[src/hw/rtl/dfs_pkg.sv]
// Frame store flush engine: shared types, opcodes, status codes and panel bytes.
// No dependencies; used by every other file of the block except dfs_if.
`default_nettype none

package dfs_pkg;

   localparam logic [2:0] OP_WRITE_PIXEL = 3'd0;
   localparam logic [2:0] OP_FILL_RECT   = 3'd1;
   localparam logic [2:0] OP_START_INIT  = 3'd2;
   localparam logic [2:0] OP_START_FLUSH = 3'd3;
   localparam logic [2:0] OP_NEXT_BYTE   = 3'd4;

   localparam logic [1:0] STATUS_OK    = 2'd0;
   localparam logic [1:0] STATUS_BUSY  = 2'd1;
   localparam logic [1:0] STATUS_RANGE = 2'd2;

   localparam logic [1:0] CSR_COLUMN_OFFSET = 2'd0;
   localparam logic [1:0] CSR_ROW_OFFSET    = 2'd1;
   localparam logic [1:0] CSR_ORIENTATION   = 2'd2;

   localparam logic [7:0] CMD_COLUMN_ADDR = 8'h2A;
   localparam logic [7:0] CMD_ROW_ADDR    = 8'h2B;
   localparam logic [7:0] CMD_MEM_WRITE   = 8'h2C;
   localparam logic [7:0] CMD_SLEEP_OUT   = 8'h11;
   localparam logic [7:0] CMD_MADCTL      = 8'h36;
   localparam logic [7:0] CMD_PIXEL_FMT   = 8'h3A;
   localparam logic [7:0] FMT_RGB565      = 8'h55;
   localparam logic [7:0] CMD_INVERT_ON   = 8'h21;
   localparam logic [7:0] CMD_DISPLAY_ON  = 8'h29;

   localparam logic [3:0] INIT_LEN   = 4'd7;
   localparam logic [3:0] HEADER_LEN = 4'd11;

   typedef enum logic [3:0] {
      PH_IDLE   = 4'b0001,
      PH_INIT   = 4'b0010,
      PH_HEADER = 4'b0100,
      PH_PIXELS = 4'b1000
   } phase_type;

   typedef struct packed {
      logic accept;
      logic fill_step;
      logic pix_emit;
   } cmd_type;

   typedef struct packed {
      logic need_fill;
      logic need_read;
      logic fill_last;
   } stat_type;

   typedef struct packed {
      logic       byte_valid;
      logic [7:0] out_byte;
      logic       is_data;
      logic       transfer_last;
      logic [1:0] status;
   } result_type;

   // {is_data, byte}
   function automatic logic [8:0] init_byte(input logic [3:0] idx, input logic [7:0] orient);
      logic [8:0] r;
      case (idx)
         4'd0:    r = {1'b0, CMD_SLEEP_OUT};
         4'd1:    r = {1'b0, CMD_MADCTL};
         4'd2:    r = {1'b1, orient};
         4'd3:    r = {1'b0, CMD_PIXEL_FMT};
         4'd4:    r = {1'b1, FMT_RGB565};
         4'd5:    r = {1'b0, CMD_INVERT_ON};
         default: r = {1'b0, CMD_DISPLAY_ON};
      endcase
      return r;
   endfunction

   function automatic logic [8:0] header_byte(input logic [3:0] idx,
                                              input logic [15:0] xs, input logic [15:0] xe,
                                              input logic [15:0] ys, input logic [15:0] ye);
      logic [8:0] r;
      case (idx)
         4'd0:    r = {1'b0, CMD_COLUMN_ADDR};
         4'd1:    r = {1'b1, xs[15:8]};
         4'd2:    r = {1'b1, xs[7:0]};
         4'd3:    r = {1'b1, xe[15:8]};
         4'd4:    r = {1'b1, xe[7:0]};
         4'd5:    r = {1'b0, CMD_ROW_ADDR};
         4'd6:    r = {1'b1, ys[15:8]};
         4'd7:    r = {1'b1, ys[7:0]};
         4'd8:    r = {1'b1, ye[15:8]};
         4'd9:    r = {1'b1, ye[7:0]};
         default: r = {1'b0, CMD_MEM_WRITE};
      endcase
      return r;
   endfunction

endpackage

`default_nettype wire

[src/hw/rtl/dfs_ctrl.sv]
// Controller of the frame store flush engine: transaction handshake and sequencing.
// Depends on dfs_pkg; drives the datapath through dfs_pkg::cmd_type.
`default_nettype none

module dfs_ctrl (
   input  wire logic             clock,
   input  wire logic             reset,
   input  wire logic             req_valid,
   output logic                  req_ready,
   output logic                  rsp_valid,
   input  wire logic             rsp_ready,
   input  wire dfs_pkg::stat_type stat,
   output dfs_pkg::cmd_type      cmd
);

   typedef enum logic [2:0] {
      S_IDLE = 3'b001,
      S_FILL = 3'b010,
      S_READ = 3'b100
   } ctrl_state_type;

   ctrl_state_type state_ff, state_in;
   logic           rsp_valid_ff, rsp_valid_in;
   logic           accept;
   logic           load;

   assign req_ready = (state_ff == S_IDLE) && (!rsp_valid_ff || rsp_ready);
   assign accept    = req_valid && req_ready;
   assign rsp_valid = rsp_valid_ff;

   assign cmd.accept    = accept;
   assign cmd.fill_step = (state_ff == S_FILL);
   assign cmd.pix_emit  = (state_ff == S_READ);

   always_comb begin
      state_in = state_ff;
      load     = 1'b0;
      case (state_ff)
         S_IDLE: begin
            if (accept) begin
               if (stat.need_fill) begin
                  state_in = S_FILL;
               end else if (stat.need_read) begin
                  state_in = S_READ;
               end else begin
                  load = 1'b1;
               end
            end
         end
         S_FILL: begin
            if (stat.fill_last) begin
               state_in = S_IDLE;
               load     = 1'b1;
            end
         end
         S_READ: begin
            state_in = S_IDLE;
            load     = 1'b1;
         end
         default: state_in = S_IDLE;
      endcase
   end

   assign rsp_valid_in = load ? 1'b1 : (rsp_valid_ff && !rsp_ready);

   always_ff @(posedge clock) begin
      if (reset) begin
         state_ff     <= S_IDLE;
         rsp_valid_ff <= 1'b0;
      end else begin
         state_ff     <= state_in;
         rsp_valid_ff <= rsp_valid_in;
      end
   end

   a_state_onehot: assert property (@(posedge clock) disable iff (reset)
      $onehot(state_ff))
      else $error("controller state not one-hot");

   a_no_accept_busy: assert property (@(posedge clock) disable iff (reset)
      (state_ff != S_IDLE) |-> !req_ready)
      else $error("request taken during fill or read");

   a_out_free_busy: assert property (@(posedge clock) disable iff (reset)
      (state_ff != S_IDLE) |-> !rsp_valid_ff)
      else $error("result register occupied during fill or read");

   a_read_one_cycle: assert property (@(posedge clock) disable iff (reset)
      (state_ff == S_READ) |=> (state_ff == S_IDLE) && rsp_valid_ff)
      else $error("pixel read did not complete in one cycle");

endmodule

`default_nettype wire

[config.mk]
export PLATFORM = sky130hd
export DESIGN_NAME = dfs_ctrl
export DESIGN_NICKNAME = d
export VERILOG_FILES = /design/src/hw/rtl/dfs_pkg.sv /design/src/hw/rtl/dfs_ctrl.sv
export SDC_FILE = /design/constraint.sdc
export NUM_CORES = 1
export LEC_CHECK = 0
export BUFFER_PORTS_ARGS = -buffer_cell sky130_fd_sc_hd__buf_2
export CAP_MARGIN = 20
export CORE_AREA = 2 2 39 41
export DETAILED_ROUTE_END_ITERATION = 12
export DIE_AREA = 0 0 41 43
export GPL_TIMING_DRIVEN = 0
export PLACE_DENSITY_LB_ADDON = 0.05
export SLEW_MARGIN = 20
export SYNTH_ARGS = -nofsm -noshare
export SYNTH_HDL_FRONTEND = slang
export SYNTH_SLANG_ARGS = --single-unit
[constraint.sdc]
create_clock -name clock -period 1.3 [get_ports clock]
set_clock_uncertainty 0.05 [all_clocks]
set_input_delay 0.26 -clock clock [delete_from_list [all_inputs] [get_ports clock]]
set_output_delay 0.26 -clock clock [all_outputs]
set_load 0.03 [all_outputs]
==> impl_metrics.env <==
export IMPL_pwr_share_clk_pct=39.9
export IMPL_gr_usage_all_layers_pct=9.237
export IMPL_holdCritStartpoint="reset"
export IMPL_end_kind="output port"
export IMPL_r2r_slack_ps=130
export IMPL_ant_nets=0
export IMPL_reg2reg_to="state_ff[1]"
export IMPL_clock_sinks=4
export IMPL_arrival_ps=1080
export IMPL_initial_utilization_pct=16.37
export IMPL_async_reset_ff_share_pct=0
export IMPL_r2r_start="state_ff[1]"
export IMPL_syn_area_per_cell_sq_um=8.710
export IMPL_slew_headroom_pct=68.96
export IMPL_cts_root_buf="clkbuf_4"
export IMPL_p_switching_w=0.0001161
export IMPL_violations="setup timing"
export IMPL_reg2reg_depth=4
export IMPL_wire_per_inst_um=11.57
export IMPL_drc=0
export IMPL_synthCells=26
export IMPL_max_cap_violations=0
export IMPL_firstDrtPassIters=4
export IMPL_synth_nets=33
export IMPL_status="complete, but fails checks"
export IMPL_drtIter0Drc=3
export IMPL_ios=12
export IMPL_grt_ovfl_total=0
export IMPL_h_tree_depth=1
export IMPL_ys_warn_count=0
export IMPL_crit_slowest_cell="dfxtp_4"
export IMPL_synth_area_leaders="dfxtp_1, nor4b_1, nor2_1, and4bb_2, nand2b_1"
export IMPL_n_antenna_cell=0
export IMPL_p_comb_share_pct=25.8
export IMPL_yosysSeqAreaShare_pct=35.36
export IMPL_synth_distinct_cells=17
export IMPL_dp_hpwl_um=448.8
export IMPL_hold_path_endpoint="rsp_valid"
export IMPL_insertion_delay_ps=240
export IMPL_tightest_slew_ps=459.2
export IMPL_die_y_um=43
export IMPL_drive_gt1_share_pct=69.05
export IMPL_cts_buffers=3
export IMPL_fin_ws_ps=-92.24
export IMPL_hold_viol_final=0
export IMPL_finalSetupViolCount=3
export IMPL_p_sw_share_pct=28.76
export IMPL_core_area_sq_um=1384
export IMPL_placed_area_sq_um=329.1
export IMPL_synth_top_area_cell="dfxtp_1"
export IMPL_nFillCells=157
export IMPL_synth_area_sq_um=226.5
export IMPL_min_period_ps=1392
export IMPL_row_count=14
export IMPL_cts_tree="done"
export IMPL_die_w_um=41
export IMPL_ys_ff_latch=4
export IMPL_grt_start_max_net_pins=8
export IMPL_syn_to_final_growth_pct=91.16
export IMPL_seq_power_share_pct=34.3
export IMPL_powerDensity_nw_per_um2=932.3
export IMPL_internal_power_w=0.0002875
export IMPL_critPathMaxStageDelay_ps=360
export IMPL_cp_required_ps=990
export IMPL_finalCritPeriodShare_pct=107.1
export IMPL_path_clk_slew_ps=40
export IMPL_die_area_sq_um=1763
export IMPL_p_leak_nw=0.1790
export IMPL_worst_path_buf_inv=1
export IMPL_finalWeightedCongestion=0.6634
export IMPL_critPathKind="flip-flop to output port"
export IMPL_max_vdd_ir_drop_uv=419.9
export IMPL_whs_path_depth=2
export IMPL_total_power_w=0.0004036
export IMPL_grt_pass1_vias=277
export IMPL_path_delay_family="flip-flops"
export IMPL_synth_commonest_cells="dfxtp_1, nor2_1, a21oi_1, nand2b_1, nor4b_1"
export IMPL_io_buffers=11
export IMPL_dominantRegCellSynth="dfxtp_1"
export IMPL_fin_area_sq_um=432.9
export IMPL_dp_slack_ps=-79.09
export IMPL_final_net_count=51
export IMPL_start_kind="flip-flop"
export IMPL_startpoint="state_ff[1]"
export IMPL_rsz0062_at_grt="yes"
export IMPL_min_path_type="primary input to flip-flop"
export IMPL_wl_um=671
export IMPL_synth_edf_count=0
export IMPL_grt_antenna_before_repair=0
export IMPL_grt_pass1_wl_um=1028
export IMPL_netlist_area_leader_share_pct=35.36
export IMPL_postCtsHoldBufs=0
export IMPL_max_freq_ghz=0.7183
export IMPL_ctsLongestPathBuffers=2
export IMPL_vias=258
export IMPL_crit_chain="nand4bb_4, nor2_4, buf_6"
export IMPL_critical_path_max_fanout=5
export IMPL_final_max_slew_viol_count=0
export IMPL_whs_ps=166.6
export IMPL_viasPerCell=4.448
[metal layers]
metal / vias up / share of wire, % / routed length (um) / track usage, %
met5: - / 0 / 0 / 0
met2: 10 / 49 / 331 / 13.44
met1: 118 / 42 / 284 / 9.003
met3: 2 / 7.0 / 47 / 3.141
li1: 128 / - / - / -
met4: 0 / 1.2 / 8 / 10.00
[timing repair]
action	in CTS	in global routing
gates cloned	0	0
resized for setup	12	6
pin swaps	2	1
endpoints found under the setup margin	4	4
buffers inserted	3	0
[layout by cell type (no fill, tap or decap), drive strengths merged, types with 2 or more instances in the layout]
cell / synthesis / routed
a21oi: 2 / 2
clkbuf: 0 / 3
nor4b: 2 / 2
nor2: 5 / 5
buf: 1 / 14
nand2b: 2 / 2
dfxtp: 4 / 4
[power by group through the flow]
stage	Clock, W	Sequential (W)	Combinational [W]
after floorplan	0	0.000142	0.0000542
after global placement	0	0.000141	0.0000817
after detailed placement	0	0.000141	0.0000815
after CTS	0.000167	0.000139	0.0000982
after global routing	0.000170	0.000140	0.000112
final	0.000161	0.000139	0.000104
[metrics by stage]
step,util [%],cells,TNS [ps]
after CTS,29.57,58,-291.5
final,31.28,58,-194.2
after floorplan,-,26,-23.74
after global placement,23.78,53,-81.12
after detailed placement,23.78,53,-79.09
after global routing,31.28,58,-386.3
[worst max path at each step]
| stage | end | slack (ps) | cells past startpoint |
|---|---|---|---|
| 6_report | cmd[2] | -90 | 3 |
| 5_1_grt | req_ready | -140 | 3 |
| 4_1_cts | cmd[2] | -110 | 3 |
| 3_5_place_dp | cmd[2] | -80 | 4 |
| 3_3_place_gp | cmd[2] | -80 | 4 |
| 2_1_floorplan | req_ready | -20 | 2 |
[registers in the layout, indices dropped and copies added (netlist names)]
name / cells
state_ff: 3
rsp_valid: 1
[logic make-up after synthesis]
group | synth area share [%]
flip-flops | 35.36
AND/OR/NAND/NOR | 47.52
AO/OA/AOI/OAI | 13.82
buffers and inverters | 3.316
[area by class of cell]
| cell class | count | area (sq um) | share of cell area (%) |
|---|---|---|---|
| Tap cell | 16 | 20.02 | 4.624 |
| Clock buffer | 3 | 22.52 | 5.202 |
| Sequential cell | 4 | 90.09 | 20.81 |
| Multi-Input combinational cell | 21 | 197.7 | 45.66 |
| Timing Repair Buffer | 14 | 102.6 | 23.70 |
No activity file was read; power rests on OpenSTA's default activity.
